==> config.mk <==
export PLATFORM = sky130hd
export DESIGN_NAME = deadband_pid_heat_cool_select_unit
export DESIGN_NICKNAME = d
export VERILOG_FILES = /design/src/rtl/dpid_pkg.sv /design/src/rtl/dpid_mul.sv /design/src/rtl/dpid_div.sv /design/src/rtl/deadband_pid_heat_cool_select_unit.sv
export SDC_FILE = /design/constraint.sdc
export NUM_CORES = 2
export LEC_CHECK = 0
export ABC_CLOCK_PERIOD_IN_PS = 7700
export CAP_MARGIN = 25
export CORE_UTILIZATION = 35
export CTS_CLUSTER_DIAMETER = 100
export DETAILED_ROUTE_END_ITERATION = 7
export DONT_BUFFER_PORTS = 1
export GPL_TIMING_DRIVEN = 0
export PLACE_DENSITY = 0.48
export SYNTH_ARGS = -nofsm -noshare
export SYNTH_HDL_FRONTEND = slang
export SYNTH_SLANG_ARGS = --single-unit
export TNS_END_PERCENT = 1
==> constraint.sdc <==
create_clock -name clk -period 7.7 [get_ports clk]
set_input_delay 1.155 -clock clk [delete_from_list [all_inputs] [get_ports clk]]
set_output_delay 1.155 -clock clk [all_outputs]
set_load 0.005 [all_outputs]
==> src/rtl/dpid_pkg.sv <==
// Shared widths, constants and register indexes of the deadband PID selector.
package dpid_pkg;

  localparam int ERR_W    = 17;
  localparam int ACC_W    = 24;
  localparam int GAIN_W   = 16;
  localparam int MUL_A_W  = 30;
  localparam int MUL_B_W  = 16;
  localparam int MUL_M_W  = MUL_A_W - 1 + MUL_B_W;
  localparam int DIV_N_W  = 32;
  localparam int SUM_W    = 48;
  localparam int REG_IDX_W = 3;

  localparam logic [MUL_B_W-1:0] DECAY_Q16 = 16'd55706;
  localparam int MS_PER_S = 1000;

  typedef logic [REG_IDX_W-1:0] reg_idx_t;

  localparam reg_idx_t REG_TARGET_TEMP   = 3'd0;
  localparam reg_idx_t REG_DEAD_BAND     = 3'd1;
  localparam reg_idx_t REG_GAIN_P        = 3'd2;
  localparam reg_idx_t REG_GAIN_I        = 3'd3;
  localparam reg_idx_t REG_GAIN_D        = 3'd4;
  localparam reg_idx_t REG_DRIVE_FLOOR   = 3'd5;
  localparam reg_idx_t REG_DRIVE_CEILING = 3'd6;
  localparam reg_idx_t REG_ACCUM_LIMIT   = 3'd7;

endpackage

==> src/rtl/dpid_mul.sv <==
// Bit-serial signed-by-unsigned multiplier: one bit of the unsigned operand per cycle.
module dpid_mul (
  input  logic                                clk,
  input  logic                                rst_n,
  input  logic                                start,
  input  logic signed [dpid_pkg::MUL_A_W-1:0] a,
  input  logic        [dpid_pkg::MUL_B_W-1:0] b,
  output logic                                done,
  output logic        [dpid_pkg::MUL_M_W-1:0] mag,
  output logic                                neg
);

  localparam int AM_W  = dpid_pkg::MUL_A_W - 1;
  localparam int B_W   = dpid_pkg::MUL_B_W;
  localparam int CNT_W = $clog2(B_W + 1);

  logic             busy_r, busy_nxt;
  logic             done_r, done_nxt;
  logic [CNT_W-1:0] cnt_r, cnt_nxt;
  logic             neg_r, neg_nxt;
  logic [AM_W-1:0]  am_r, am_nxt;
  logic [AM_W-1:0]  hi_r, hi_nxt;
  logic [B_W-1:0]   lo_r, lo_nxt;
  logic signed [dpid_pkg::MUL_A_W-1:0] a_neg;
  logic [AM_W:0]    add;

  assign a_neg = -a;
  assign add   = {1'b0, hi_r} + (lo_r[0] ? {1'b0, am_r} : {(AM_W + 1){1'b0}});

  always_comb begin
    busy_nxt = busy_r;
    done_nxt = 1'b0;
    cnt_nxt  = cnt_r;
    neg_nxt  = neg_r;
    am_nxt   = am_r;
    hi_nxt   = hi_r;
    lo_nxt   = lo_r;
    if (start) begin
      busy_nxt = 1'b1;
      cnt_nxt  = CNT_W'(B_W);
      neg_nxt  = a[dpid_pkg::MUL_A_W-1];
      am_nxt   = a[dpid_pkg::MUL_A_W-1] ? a_neg[AM_W-1:0] : a[AM_W-1:0];
      hi_nxt   = '0;
      lo_nxt   = b;
    end else if (busy_r) begin
      // Add the multiplicand under the current bit, then shift the pair right.
      hi_nxt  = add[AM_W:1];
      lo_nxt  = {add[0], lo_r[B_W-1:1]};
      cnt_nxt = cnt_r - 1'b1;
      if (cnt_r == CNT_W'(1)) begin
        busy_nxt = 1'b0;
        done_nxt = 1'b1;
      end
    end
  end

  always_ff @(posedge clk) begin
    if (!rst_n) begin
      busy_r <= 1'b0;
      done_r <= 1'b0;
      cnt_r  <= '0;
    end else begin
      busy_r <= busy_nxt;
      done_r <= done_nxt;
      cnt_r  <= cnt_nxt;
    end
  end

  always_ff @(posedge clk) begin
    neg_r <= neg_nxt;
    am_r  <= am_nxt;
    hi_r  <= hi_nxt;
    lo_r  <= lo_nxt;
  end

  assign done = done_r;
  assign mag  = {hi_r, lo_r};
  assign neg  = neg_r;

endmodule

==> src/rtl/dpid_div.sv <==
// Restoring unsigned divider: one quotient bit per cycle.
module dpid_div #(
  parameter int D_W = 16
) (
  input  logic                         clk,
  input  logic                         rst_n,
  input  logic                         start,
  input  logic [dpid_pkg::DIV_N_W-1:0] num,
  input  logic [D_W-1:0]               den,
  output logic                         done,
  output logic [dpid_pkg::DIV_N_W-1:0] quo
);

  localparam int N_W   = dpid_pkg::DIV_N_W;
  localparam int CNT_W = $clog2(N_W + 1);

  logic             busy_r, busy_nxt;
  logic             done_r, done_nxt;
  logic [CNT_W-1:0] cnt_r, cnt_nxt;
  logic [D_W-1:0]   rem_r, rem_nxt;
  logic [D_W-1:0]   dv_r, dv_nxt;
  logic [N_W-1:0]   quo_r, quo_nxt;
  logic [D_W:0]     shifted;
  logic [D_W:0]     diff;
  logic             ge;

  assign shifted = {rem_r, quo_r[N_W-1]};
  assign diff    = shifted - {1'b0, dv_r};
  assign ge      = !diff[D_W];

  always_comb begin
    busy_nxt = busy_r;
    done_nxt = 1'b0;
    cnt_nxt  = cnt_r;
    rem_nxt  = rem_r;
    dv_nxt   = dv_r;
    quo_nxt  = quo_r;
    if (start) begin
      busy_nxt = 1'b1;
      cnt_nxt  = CNT_W'(N_W);
      rem_nxt  = '0;
      dv_nxt   = den;
      quo_nxt  = num;
    end else if (busy_r) begin
      rem_nxt = ge ? diff[D_W-1:0] : shifted[D_W-1:0];
      quo_nxt = {quo_r[N_W-2:0], ge};
      cnt_nxt = cnt_r - 1'b1;
      if (cnt_r == CNT_W'(1)) begin
        busy_nxt = 1'b0;
        done_nxt = 1'b1;
      end
    end
  end

  always_ff @(posedge clk) begin
    if (!rst_n) begin
      busy_r <= 1'b0;
      done_r <= 1'b0;
      cnt_r  <= '0;
    end else begin
      busy_r <= busy_nxt;
      done_r <= done_nxt;
      cnt_r  <= cnt_nxt;
    end
  end

  always_ff @(posedge clk) begin
    rem_r <= rem_nxt;
    dv_r  <= dv_nxt;
    quo_r <= quo_nxt;
  end

  assign done = done_r;
  assign quo  = quo_r;

endmodule

==> src/rtl/deadband_pid_heat_cool_select_unit.sv <==
// Top level of the deadband PID heat/cool selector.
// One word is taken at a time. A word whose error lies inside the deadband needs only
// the integral decay product; any other word runs through the derivative and integral
// products and quotients and the P, D and I products, with one more product when the
// trial integral is rejected and the output is recomputed with the old one. The work
// is done by the bit-serial multiplier (up to six products) and the restoring divider
// (two quotients), which the sequencer uses one after the other. A finished result
// waits in the output register while the next word is accepted.
module deadband_pid_heat_cool_select_unit #(
  parameter int DT_MIN_MS = 200,
  parameter int DT_MAX_MS = 5000
) (
  input  logic               clk,
  input  logic               rst_n,
  input  logic               psel,
  input  logic               penable,
  input  logic               pwrite,
  input  logic [4:0]         paddr,
  input  logic [31:0]        pwdata,
  output logic [31:0]        prdata,
  output logic               pready,
  input  logic               in_valid,
  output logic               in_ready,
  input  logic signed [15:0] in_sample_temp,
  input  logic [31:0]        in_stamp_ms,
  output logic               out_valid,
  input  logic               out_ready,
  output logic signed [15:0] out_drive_value,
  output logic               out_heater_enable,
  output logic               out_fan_enable,
  output logic               out_in_band
);

  localparam int ERR_W   = dpid_pkg::ERR_W;
  localparam int ACC_W   = dpid_pkg::ACC_W;
  localparam int SUM_W   = dpid_pkg::SUM_W;
  localparam int A_W     = dpid_pkg::MUL_A_W;
  localparam int B_W     = dpid_pkg::MUL_B_W;
  localparam int DT_W    = $clog2(DT_MAX_MS + 1);
  localparam int STEP_W  = ACC_W + 2;

  localparam logic [31:0]     DT_MIN_V   = 32'(DT_MIN_MS);
  localparam logic [31:0]     DT_MAX_V   = 32'(DT_MAX_MS);
  localparam logic [DT_W-1:0] DT_FIRST   = DT_W'(dpid_pkg::MS_PER_S);

  localparam logic [3:0] ST_IDLE  = 4'd0;
  localparam logic [3:0] ST_DECAY = 4'd1;
  localparam logic [3:0] ST_DMUL  = 4'd2;
  localparam logic [3:0] ST_DDIV  = 4'd3;
  localparam logic [3:0] ST_IMUL  = 4'd4;
  localparam logic [3:0] ST_IDIV  = 4'd5;
  localparam logic [3:0] ST_PMUL  = 4'd6;
  localparam logic [3:0] ST_GMUL  = 4'd7;
  localparam logic [3:0] ST_TMUL  = 4'd8;
  localparam logic [3:0] ST_AMUL  = 4'd9;
  localparam logic [3:0] ST_OUT   = 4'd10;

  // Configuration registers.
  logic [13:0]        target_r;
  logic [10:0]        band_r;
  logic [15:0]        gp_r, gi_r, gd_r;
  logic signed [15:0] floor_r;
  logic [14:0]        ceil_r;
  logic [22:0]        limit_r;

  // Controller state and sequencer.
  logic [3:0]              st_r, st_nxt;
  logic signed [ACC_W-1:0] accum_r, accum_nxt;
  logic signed [ERR_W-1:0] last_err_r, last_err_nxt;
  logic [31:0]             last_stamp_r, last_stamp_nxt;
  logic                    out_valid_r, out_valid_nxt;
  logic                    mul_go_r, mul_go_nxt;
  logic                    div_go_r, div_go_nxt;

  // Working payload.
  logic signed [ERR_W-1:0] err_r, err_nxt;
  logic [DT_W-1:0]         dt_r, dt_nxt;
  logic signed [A_W-1:0]   deriv_r, deriv_nxt;
  logic signed [ACC_W-1:0] trial_r, trial_nxt;
  logic signed [SUM_W-1:0] sum_r, sum_nxt;
  logic signed [A_W-1:0]   mul_a_r, mul_a_nxt;
  logic [B_W-1:0]          mul_b_r, mul_b_nxt;
  logic [31:0]             div_n_r, div_n_nxt;
  logic [DT_W-1:0]         div_d_r, div_d_nxt;
  logic signed [15:0]      res_drive_r, res_drive_nxt;
  logic                    res_band_r, res_band_nxt;
  logic signed [15:0]      out_drive_r, out_drive_nxt;
  logic                    out_heat_r, out_heat_nxt;
  logic                    out_fan_r, out_fan_nxt;
  logic                    out_band_r, out_band_nxt;

  logic                         mul_done, mul_neg;
  logic [dpid_pkg::MUL_M_W-1:0] mul_mag;
  logic                         div_done;
  logic [31:0]                  div_q;

  logic                    wr_en;
  logic [2:0]              wr_idx;
  logic signed [ERR_W-1:0] err_in;
  logic signed [ERR_W:0]   err_ext, band_ext, err_diff;
  logic                    in_band_c;
  logic [31:0]             stamp_diff;
  logic [DT_W-1:0]         dt_sel;
  logic signed [SUM_W-1:0] prod_s, pid_tot, raw_c, floor_ext, ceil_ext;
  logic                    keep_c;
  logic signed [15:0]      drive_c;
  logic [ACC_W-1:0]        decay_q;
  logic [A_W-1:0]          deriv_q;
  logic signed [STEP_W-1:0] step_mag, step_s, trial_sum, lim_s;

  dpid_mul u_mul (
    .clk   (clk),
    .rst_n (rst_n),
    .start (mul_go_r),
    .a     (mul_a_r),
    .b     (mul_b_r),
    .done  (mul_done),
    .mag   (mul_mag),
    .neg   (mul_neg)
  );

  dpid_div #(
    .D_W (DT_W)
  ) u_div (
    .clk   (clk),
    .rst_n (rst_n),
    .start (div_go_r),
    .num   (div_n_r),
    .den   (div_d_r),
    .done  (div_done),
    .quo   (div_q)
  );

  // Configuration port.
  assign pready = 1'b1;
  assign wr_en  = psel && penable && pwrite;
  assign wr_idx = paddr[4:2];

  always_comb begin
    unique case (wr_idx)
      dpid_pkg::REG_TARGET_TEMP:   prdata = 32'(target_r);
      dpid_pkg::REG_DEAD_BAND:     prdata = 32'(band_r);
      dpid_pkg::REG_GAIN_P:        prdata = 32'(gp_r);
      dpid_pkg::REG_GAIN_I:        prdata = 32'(gi_r);
      dpid_pkg::REG_GAIN_D:        prdata = 32'(gd_r);
      dpid_pkg::REG_DRIVE_FLOOR:   prdata = 32'($unsigned(floor_r));
      dpid_pkg::REG_DRIVE_CEILING: prdata = 32'(ceil_r);
      dpid_pkg::REG_ACCUM_LIMIT:   prdata = 32'(limit_r);
      default:                     prdata = '0;
    endcase
  end

  always_ff @(posedge clk) begin
    if (!rst_n) begin
      target_r <= 14'd6656;
      band_r   <= 11'd128;
      gp_r     <= 16'd5120;
      gi_r     <= 16'd102;
      gd_r     <= 16'd1536;
      floor_r  <= -16'sd25600;
      ceil_r   <= 15'd25600;
      limit_r  <= 23'd15360;
    end else if (wr_en) begin
      unique case (wr_idx)
        dpid_pkg::REG_TARGET_TEMP:   target_r <= pwdata[13:0];
        dpid_pkg::REG_DEAD_BAND:     band_r   <= pwdata[10:0];
        dpid_pkg::REG_GAIN_P:        gp_r     <= pwdata[15:0];
        dpid_pkg::REG_GAIN_I:        gi_r     <= pwdata[15:0];
        dpid_pkg::REG_GAIN_D:        gd_r     <= pwdata[15:0];
        dpid_pkg::REG_DRIVE_FLOOR:   floor_r  <= $signed(pwdata[15:0]);
        dpid_pkg::REG_DRIVE_CEILING: ceil_r   <= pwdata[14:0];
        dpid_pkg::REG_ACCUM_LIMIT:   limit_r  <= pwdata[22:0];
        default: ;
      endcase
    end
  end

  // Input side arithmetic.
  assign err_in    = $signed({3'b000, target_r}) - $signed({in_sample_temp[15], in_sample_temp});
  assign err_ext   = {err_in[ERR_W-1], err_in};
  assign band_ext  = $signed({7'b0000000, band_r});
  assign in_band_c = (err_ext > -band_ext) && (err_ext < band_ext);
  assign err_diff  = err_ext - {last_err_r[ERR_W-1], last_err_r};
  assign stamp_diff = in_stamp_ms - last_stamp_r;

  always_comb begin
    if (last_stamp_r == 32'd0) begin
      dt_sel = DT_FIRST;
    end else if (stamp_diff < DT_MIN_V) begin
      dt_sel = DT_MIN_V[DT_W-1:0];
    end else if (stamp_diff > DT_MAX_V) begin
      dt_sel = DT_MAX_V[DT_W-1:0];
    end else begin
      dt_sel = stamp_diff[DT_W-1:0];
    end
  end

  // Product accumulation and output clamp.
  assign prod_s    = mul_neg ? -$signed(SUM_W'(mul_mag)) : $signed(SUM_W'(mul_mag));
  assign pid_tot   = sum_r + prod_s;
  assign raw_c     = pid_tot >>> 8;
  assign floor_ext = SUM_W'(floor_r);
  assign ceil_ext  = $signed(SUM_W'(ceil_r));
  assign keep_c    = ((raw_c < ceil_ext) || err_r[ERR_W-1]) &&
                     ((raw_c > floor_ext) || (!err_r[ERR_W-1] && (err_r != '0)));

  always_comb begin
    if (raw_c < floor_ext) begin
      drive_c = floor_r;
    end else if (raw_c > ceil_ext) begin
      drive_c = $signed({1'b0, ceil_r});
    end else begin
      drive_c = raw_c[15:0];
    end
  end

  // Quotients and scaled magnitudes carry the sign of the product that fed them.
  assign decay_q   = mul_mag[ACC_W+15:16];
  assign deriv_q   = div_q[A_W-1:0];
  assign step_mag  = $signed({3'b000, div_q[ACC_W-2:0]});
  assign step_s    = mul_neg ? -step_mag : step_mag;
  assign trial_sum = STEP_W'(accum_r) + step_s;
  assign lim_s     = $signed({3'b000, limit_r});

  always_comb begin
    st_nxt         = st_r;
    accum_nxt      = accum_r;
    last_err_nxt   = last_err_r;
    last_stamp_nxt = last_stamp_r;
    out_valid_nxt  = out_valid_r;
    mul_go_nxt     = 1'b0;
    div_go_nxt     = 1'b0;
    err_nxt        = err_r;
    dt_nxt         = dt_r;
    deriv_nxt      = deriv_r;
    trial_nxt      = trial_r;
    sum_nxt        = sum_r;
    mul_a_nxt      = mul_a_r;
    mul_b_nxt      = mul_b_r;
    div_n_nxt      = div_n_r;
    div_d_nxt      = div_d_r;
    res_drive_nxt  = res_drive_r;
    res_band_nxt   = res_band_r;
    out_drive_nxt  = out_drive_r;
    out_heat_nxt   = out_heat_r;
    out_fan_nxt    = out_fan_r;
    out_band_nxt   = out_band_r;

    if (out_valid_r && out_ready) begin
      out_valid_nxt = 1'b0;
    end

    unique case (st_r)
      ST_IDLE: begin
        if (in_valid) begin
          err_nxt        = err_in;
          dt_nxt         = dt_sel;
          last_stamp_nxt = in_stamp_ms;
          mul_go_nxt     = 1'b1;
          if (in_band_c) begin
            mul_a_nxt = A_W'(accum_r);
            mul_b_nxt = dpid_pkg::DECAY_Q16;
            st_nxt    = ST_DECAY;
          end else begin
            mul_a_nxt = A_W'(err_diff);
            mul_b_nxt = B_W'(dpid_pkg::MS_PER_S);
            st_nxt    = ST_DMUL;
          end
        end
      end
      ST_DECAY: begin
        if (mul_done) begin
          accum_nxt     = mul_neg ? -$signed(decay_q) : $signed(decay_q);
          last_err_nxt  = err_r;
          res_drive_nxt = '0;
          res_band_nxt  = 1'b1;
          st_nxt        = ST_OUT;
        end
      end
      ST_DMUL: begin
        if (mul_done) begin
          div_n_nxt  = mul_mag[31:0];
          div_d_nxt  = dt_r;
          div_go_nxt = 1'b1;
          st_nxt     = ST_DDIV;
        end
      end
      ST_DDIV: begin
        if (div_done) begin
          deriv_nxt  = mul_neg ? -$signed(deriv_q) : $signed(deriv_q);
          mul_a_nxt  = A_W'(err_r);
          mul_b_nxt  = B_W'(dt_r);
          mul_go_nxt = 1'b1;
          st_nxt     = ST_IMUL;
        end
      end
      ST_IMUL: begin
        if (mul_done) begin
          div_n_nxt  = mul_mag[31:0];
          div_d_nxt  = DT_W'(dpid_pkg::MS_PER_S);
          div_go_nxt = 1'b1;
          st_nxt     = ST_IDIV;
        end
      end
      ST_IDIV: begin
        if (div_done) begin
          if (trial_sum < -lim_s) begin
            trial_nxt = ACC_W'(-lim_s);
          end else if (trial_sum > lim_s) begin
            trial_nxt = ACC_W'(lim_s);
          end else begin
            trial_nxt = trial_sum[ACC_W-1:0];
          end
          mul_a_nxt  = A_W'(err_r);
          mul_b_nxt  = gp_r;
          mul_go_nxt = 1'b1;
          st_nxt     = ST_PMUL;
        end
      end
      ST_PMUL: begin
        if (mul_done) begin
          sum_nxt    = prod_s;
          mul_a_nxt  = deriv_r;
          mul_b_nxt  = gd_r;
          mul_go_nxt = 1'b1;
          st_nxt     = ST_GMUL;
        end
      end
      ST_GMUL: begin
        if (mul_done) begin
          sum_nxt    = pid_tot;
          mul_a_nxt  = A_W'(trial_r);
          mul_b_nxt  = gi_r;
          mul_go_nxt = 1'b1;
          st_nxt     = ST_TMUL;
        end
      end
      ST_TMUL: begin
        if (mul_done) begin
          if (keep_c) begin
            // The trial integral does not push further into saturation.
            accum_nxt     = trial_r;
            last_err_nxt  = err_r;
            res_drive_nxt = drive_c;
            res_band_nxt  = 1'b0;
            st_nxt        = ST_OUT;
          end else begin
            mul_a_nxt  = A_W'(accum_r);
            mul_b_nxt  = gi_r;
            mul_go_nxt = 1'b1;
            st_nxt     = ST_AMUL;
          end
        end
      end
      ST_AMUL: begin
        if (mul_done) begin
          last_err_nxt  = err_r;
          res_drive_nxt = drive_c;
          res_band_nxt  = 1'b0;
          st_nxt        = ST_OUT;
        end
      end
      ST_OUT: begin
        if (!out_valid_r || out_ready) begin
          out_valid_nxt = 1'b1;
          out_drive_nxt = res_drive_r;
          out_band_nxt  = res_band_r;
          out_heat_nxt  = !res_band_r && (res_drive_r > 16'sd0);
          out_fan_nxt   = !res_band_r && !(res_drive_r > 16'sd0);
          st_nxt        = ST_IDLE;
        end
      end
      default: begin
        st_nxt = ST_IDLE;
      end
    endcase
  end

  always_ff @(posedge clk) begin
    if (!rst_n) begin
      st_r         <= ST_IDLE;
      accum_r      <= '0;
      last_err_r   <= '0;
      last_stamp_r <= '0;
      out_valid_r  <= 1'b0;
      mul_go_r     <= 1'b0;
      div_go_r     <= 1'b0;
    end else begin
      st_r         <= st_nxt;
      accum_r      <= accum_nxt;
      last_err_r   <= last_err_nxt;
      last_stamp_r <= last_stamp_nxt;
      out_valid_r  <= out_valid_nxt;
      mul_go_r     <= mul_go_nxt;
      div_go_r     <= div_go_nxt;
    end
  end

  always_ff @(posedge clk) begin
    err_r       <= err_nxt;
    dt_r        <= dt_nxt;
    deriv_r     <= deriv_nxt;
    trial_r     <= trial_nxt;
    sum_r       <= sum_nxt;
    mul_a_r     <= mul_a_nxt;
    mul_b_r     <= mul_b_nxt;
    div_n_r     <= div_n_nxt;
    div_d_r     <= div_d_nxt;
    res_drive_r <= res_drive_nxt;
    res_band_r  <= res_band_nxt;
    out_drive_r <= out_drive_nxt;
    out_heat_r  <= out_heat_nxt;
    out_fan_r   <= out_fan_nxt;
    out_band_r  <= out_band_nxt;
  end

  assign in_ready          = (st_r == ST_IDLE);
  assign out_valid         = out_valid_r;
  assign out_drive_value   = out_drive_r;
  assign out_heater_enable = out_heat_r;
  assign out_fan_enable    = out_fan_r;
  assign out_in_band       = out_band_r;

endmodule
**Word level (Yosys, flattened, before mapping)**

Cells that the tools add are included.

- Input port bits: 92
- Flip-flop bits (word level): 614
- Word-level logic and storage cells: 265

- Equality and inequality tests: 34
- Reductions and logical operators: 61
- Magnitude comparators: 11
- Add/subtract/negate cells: 16
- Bitwise operators: 3
- Multiplexer cells: 93

Operators with widths:

| cell | count |
|---|---|
| two-way mux 16 bit | 16 |
| case mux 32 bit (8 select lines) | 1 |
| two-way mux 30 bit | 8 |
| case mux 30 bit (5 select lines) | 1 |
| two-way mux 24 bit | 6 |
| two-way mux 48 bit | 3 |
| case mux 16 bit (6 select lines) | 1 |
| case mux 48 bit (2 select lines) | 1 |
| greater-than comparator 40 x 16 -> 1 bit | 2 |
| < comparator 40 x 16 -> 1 bit | 2 |
| two-way mux 32 bit | 2 |
| two-way mux 29 bit | 2 |
| two-way mux 13 bit | 4 |
| negation 23 -> 26 bit | 2 |
| two-way mux 17 bit | 3 |
| adder 48 bit | 1 |
| negation 45 -> 48 bit | 1 |
| case mux 16 bit (3 select lines) | 1 |
| case mux 24 bit (2 select lines) | 1 |
| two-way mux 4 bit | 10 |
| case mux 4 bit (10 select lines) | 1 |
| case mux 17 bit (2 select lines) | 1 |
| greater-than comparator 32 x 13 -> 1 bit, second input constant | 1 |
| zero test 32 bit | 1 |
| other kinds (58) | 146 |

**Logic depth before layout (Yosys ltp)**

- Depth after elaboration: 9
- Mapped depth: 36
- Mapped depth without buffers: 31

**Cells and area by module**

Synthesis repeated with hierarchy kept, for this count alone.

- Cells, all modules: 4726
- Area, all modules: 41588.6 um^2

By module, submodules not included:

| module | instances | area an instance (um^2) | sequential area each (um^2) | cells each |
|---|---|---|---|---|
| deadband_pid_heat_cool_select_unit | 1 | 33044.2 | 11921.4 | 3913 |
| dpid_mul | 1 | 5167.5 | 2102.0 | 539 |
| dpid_div | 1 | 3377.0 | 1771.7 | 274 |

**Least setup slack after synthesis**

No wires, ideal clock.

- Kind: reg-to-reg
- Start: register u_mul.lo_r[0]
- End: register res_band_r, enable pin
- Setup time: 371 ps
- Slack: 147 ps
- Path buffers: 5
- Arrival: 7182 ps
- Cell stages (with the launch flop): 33
- Clock period less this slack: 7553 ps
- Data required time: 7329 ps
- Cell sequence: edfxtp_1 > clkbuf_1 > inv_1 > ha_1 > nand2b_1 > nand2b_1 > or3_1 > or3_1 > clkbuf_1 > or2_2 > o31ai_1 > xnor2_1 > ha_1 > clkbuf_1 > nand4_1 > nor4_1 > nand2b_1 > o211ai_1 > a21boi_0 > o31a_1 > xnor2_2 > ha_1 > nand4_1 > nor2_1 > a211oi_1 > nor2_1 > a31oi_1 > a21oi_1 > nor3b_1 > nand3_1 > o211ai_1 > buf_2 > buf_2

- Cells in the longest elaborated chain, start to end: 8

RTL lines:

| what | line | source |
|---|---|---|
| from (decl) | dpid_mul.sv:23 | `logic [B_W-1:0] lo_r, lo_nxt;` |
| from (signal assigned) | dpid_mul.sv:73 | `lo_r <= lo_nxt;` |
| negation 45 -> 48 bit | deadband_pid_heat_cool_select_unit.sv:199 | `assign prod_s = mul_neg ? -$signed(SUM_W'(mul_mag)) : $signed(SUM_W'(mul_mag));` |
| two-way mux 48 bit (*) | deadband_pid_heat_cool_select_unit.sv:199 |  |
| adder 48 bit (*) | deadband_pid_heat_cool_select_unit.sv:200 | `assign pid_tot = sum_r + prod_s;` |
| < comparator 40 x 16 -> 1 bit or greater-than comparator 40 x 16 -> 1 bit (tied branches) | deadband_pid_heat_cool_select_unit.sv:204, deadband_pid_heat_cool_select_unit.sv:205 |  |
| logical OR 1 bit, on equally long branches | deadband_pid_heat_cool_select_unit.sv:204, deadband_pid_heat_cool_select_unit.sv:205 |  |
| logical AND 1 bit (*) | deadband_pid_heat_cool_select_unit.sv:204 | `assign keep_c = ((raw_c < ceil_ext) \|\| err_r[ERR_W-1]) &&` |
| inequality test 2 bit (no line) (*) | n/a |  |
| AND reduction 5 bit (no line) (*) | n/a |  |
| to (signal assigned) | deadband_pid_heat_cool_select_unit.sv:410 | `res_band_r <= res_band_nxt;` |
| to (decl) | deadband_pid_heat_cool_select_unit.sv:86 | `logic res_band_r, res_band_nxt;` |

Every way passes the cells marked *; elsewhere a longest branch is shown, timed or not.
A chain may end at the register's enable or synchronous reset.

**Worst setup path after layout**

- Start: register u_mul.lo_r[0]
- End: register res_drive_r[6], enable pin

- Cells in the longest elaborated chain, start to end: 8

RTL lines:

| what | line | source |
|---|---|---|
| negation 45 -> 48 bit | deadband_pid_heat_cool_select_unit.sv:199 |  |
| two-way mux 48 bit (*) | deadband_pid_heat_cool_select_unit.sv:199 |  |
| adder 48 bit (*) | deadband_pid_heat_cool_select_unit.sv:200 |  |
| < comparator 40 x 16 -> 1 bit or greater-than comparator 40 x 16 -> 1 bit (tied branches) | deadband_pid_heat_cool_select_unit.sv:204, deadband_pid_heat_cool_select_unit.sv:205 |  |
| logical OR 1 bit, on equally long branches | deadband_pid_heat_cool_select_unit.sv:204, deadband_pid_heat_cool_select_unit.sv:205 |  |
| logical AND 1 bit (*) | deadband_pid_heat_cool_select_unit.sv:204 |  |
| inequality test 2 bit (no line) (*) | n/a |  |
| AND reduction 5 bit (no line) (*) | n/a |  |
| to (signal assigned) | deadband_pid_heat_cool_select_unit.sv:409 | `res_drive_r <= res_drive_nxt;` |
| to (decl) | deadband_pid_heat_cool_select_unit.sv:85 | `logic signed [15:0] res_drive_r, res_drive_nxt;` |

Marks and branches as above.

==> key figures <==
Status
  • Status: finished clean

Routing
  • WL/cell: 24.4 µm
  • # DRC: 0
  • Uppermost layer routed: met5
  • Remaining antenna violation count: 0
  • Met3 Wirelength: 8.79 mm
  • Drt pass-1 iters: 8
  • DR iter-0 viols: approximately 3200
  • Drt via density: 5.58
  • Met2 WL post-DR: 70.5 mm
  • Final WL: around 160 mm
  • Via count: 35700
  • M1 WL: around 73 mm

Synth
  • Seq cells post-synth: 614
  • Post-synthesis adder-cell area fraction: 0.0988
  • Top_reg_cell synth: edfxtp_1
  • Synth unique cells: 90
  • Mapped Cells: 4664
  • Simple-gate share of the synthesized area: 0.185
  • Post-Syn Area: 41600 µm²
  • Largest family of logic cells by synthesized area: compound AO/OA/AOI/OAI gates
  • Register area share after synthesis: 0.380
  • Mux share of post-synthesis cell area: 0.0426
  • Synth Area in Compound Gates: 0.187
  • Synth Area in XOR/XNOR: 0.0607
  • Yosys Warn Count: 0
  • Syn Area/Cell: 8.91 µm²
  • Post-synthesis async set-or-reset flop share: 0
  • Post-synth EDFFs: 350

Die
  • Die Ht: 347 µm
  • Starting Density: 0.352
  • Die area: 120000 µm²
  • Cell row count: 126
  • Die Wd: 347 µm
  • Core Box Area: about 120000 µm²
  • # IOs: 146

GRT
  • Vias in the first global route: 34000
  • GRT Total Usage: 0.253
  • Global-route wire length before repair: 229 mm
  • Antenna violations before repair: 6
  • Grt ovf: 0
  • Pin count of the biggest net entering global routing: 35

Timing
  • Max frequency: 134 MHz
  • Rel. slew slack: 0.320
  • Minimum clock period: approximately 7.5 ns
  • RSZ-0062 raised after global routing: true
  • Worst slew pin tran: 1.01 ns
  • Final slew viol count: 0
  • Final setup violation count: 0
  • Clk_skew: 0.0284 ns
  • TNS Setup: 0 ns
  • Tcrit/Tclk final: 0.972
  • Hold Vio Cnt, Final: 0

Critical path
  • Crit path max-delay cell type: or3_4
  • Crit path arrival time: 7.82 ns
  • CP Max Fanout: 13
  • WS Path Type: reg2reg
  • Max incr delay on CP: 0.47 ns
  • Crit. End Element: flop
  • Type of origin of the critical path: flop
  • Worst EP required: 8.04 ns

Clock tree
  • Root buf cell: clkbuf_16
  • Number of H-tree levels: 3
  • Clk Latency, worst-skew pair: 0.66 ns
  • CTS Buf Count: 77
  • CTS tree: yes
  • Clock sink count: 614
  • Maximum buffer depth of the clock tree: 3
  • Clock-pin transition on the worst setup and hold timing paths: around 0.060 ns

Power and ir drop
  • Cell Pwr Density: 355 nW/µm²
  • Static Leakage: 0.0181 µW
  • Max IR drop VDD: between 0.15 and 0.2 mV
  • Overall power: between 15000 and 20000 µW

Flow run
  • MaxCap Viol Count: 0

Finish
  • Synth-to-layout area growth: 15.5%
  • Fin nets: 5211
  • Post-layout utilization of the core: 0.407
  • # fillers: 11800
  • Share of cells above drive strength 1: 0.102
  • Post-route cell area: between 40000 and 50000 µm²

Placed design
  • DP Wirelength: 122 mm
  • Dpl cell area: 43700 µm²
  • I/O Buffers: 0
  • Routability cong.: 0.934

Min path
  • Hold/Removal Path Class: reg2reg
[cell type report]
cell class	count	area, µm²	share of cell area
multi-input combinational	3576	25000	0.521
sequential	614	15800	0.329
clock buffer	106	2280	0.0476
tap	1536	1920	0.0400
buffer	220	975	0.0203
inverter	246	923	0.0192
timing repair buffer	60	586	0.0122
clock inverter	38	484	0.0101
antenna	2	5.00	0.000104
[per-stage QoR]
| step | cells | hold WS (ns) | worst slack [ns] |
|---|---|---|---|
| after floorplan | 4672 | 0.400 | 0.147 |
| after global placement | 6208 | 0.405 | -3.47 |
| after detailed placement | 6223 | 0.407 | -3.38 |
| after CTS | 6376 | 0.422 | -0.0163 |
| after global routing | 6396 | 0.442 | -0.0614 |
| final | 6398 | 0.420 | 0.219 |
[what timing repair did]
item                                    CTS  global route
gates resized for setup                 150            90
pin swaps                                20            32
endpoints found under the setup margin  147           147
hold buffers                              0             0
buffers inserted                         20            21
gates cloned                              2             2
[kinds of logic after synthesis]
kind of cell / Yosys count
AND/OR/NAND/NOR: 1649
AO/OA/AOI/OAI: 1141
flip-flops: 614
buffers and inverters: 484
adder cells (fa/ha/maj): 324
XOR/XNOR: 287
multiplexers: 163
other: 2
[registers in the layout, indices dropped and copies added, names as in the netlist, 17 cells and up]
| register | count |
|---|---|
| div_n_r | 32 |
| u_mul.hi_r | 29 |
| deriv_r | 30 |
| sum_r | 48 |
| accum_r | 24 |
| last_stamp_r | 32 |
| mul_a_r | 30 |
| u_mul.am_r | 29 |
| u_div.quo | 32 |
| err_r | 17 |
| last_err_r | 17 |
| trial_r | 24 |
| limit_r | 23 |
[worst max-delay path, delay by kind of cell, from the launching register on]
kind / cells / cell delay [ns]
compound gates: 9 / 1.87
xor+xnor: 2 / 0.30
fa+ha+maj: 3 / 0.80
buf+inv: 7 / 1.01
flops: 1 / 0.44
simple gates: 13 / 2.69
[report_power, final]
part / switching (µW) / leakage [µW] / internal, µW
registers: 521 / 0.00533 / 4140
logic: 5280 / 0.0114 / 3120
clock network: 1570 / 0.00134 / 2420
total: 7360 / 0.0181 / 9690
[worst paths after layout]
path | startpoint | endpoint | slack (ns) | depth (start not counted)
worst max-delay path | u_mul.lo_r[0] | res_drive_r[6] | 0.22 | 34
worst min-delay path | div_d_r[8] | u_div.dv_r[8] | 0.42 | 0
worst max register to register | u_mul.lo_r[0] | res_drive_r[6] | 0.22 | 34
worst min register to register | div_d_r[8] | u_div.dv_r[8] | 0.42 | 0
[layout by cell type (no fill, tap or decap), drive strengths merged, types with 40 or more instances in the layout]
cell    netlist  layout
nand2       693     693
edfxtp      350     350
nor2        341     341
ha          317     317
clkbuf      191     279
dfxtp       264     264
inv         244     248
a21oi       217     217
o21ai       216     216
xnor2       213     213
a21boi      147     147
buf          47     107
mux2i       105     105
nand3        95      95
nor3         83      83
a21o         78      78
xor2         74      74
a211oi       71      71
nand4        61      61
nor2b        60      60
or3          58      59
o211ai       57      57
and2         56      56
mux2         52      52
o31ai        49      49
nand2b       48      48
o21a         45      45
nor4         40      40
[synth_stat cells, drive strengths merged (16+ instances only)]
library cell	instances	area share
nand2b	48	0.0076
a31oi	30	0.0045
mux2i	105	0.025
inv	244	0.022
o211ai	57	0.010
nand3	95	0.011
o21a	45	0.0081
edfxtp	350	0.25
clkbuf	191	0.017
nand2	693	0.063
nor4	40	0.0060
a21o	78	0.014
buf	47	0.0065
or3	58	0.0093
o31ai	49	0.0090
xor2	74	0.016
or4	25	0.0045
dfxtp	264	0.13
a211oi	71	0.013
ha	317	0.095
o21ai	216	0.026
and3	23	0.0035
a21oi	217	0.026
or2	30	0.0045
o21bai	16	0.0029
a22o	23	0.0048
a222oi	39	0.0094
a21boi	147	0.027
nor2	341	0.031
and2	56	0.0084
nor3	83	0.010
nand4	61	0.0092
mux2	52	0.014
xnor2	213	0.045
nor2b	60	0.0090
[metal layers]
layer,GRT usage,vias to the layer above
li1,-,17100
met1,0.354,17400
met2,0.408,1020
met3,0.0338,174
met4,0.0646,4
met5,0,-
Power figures use the tool's default switching activity.
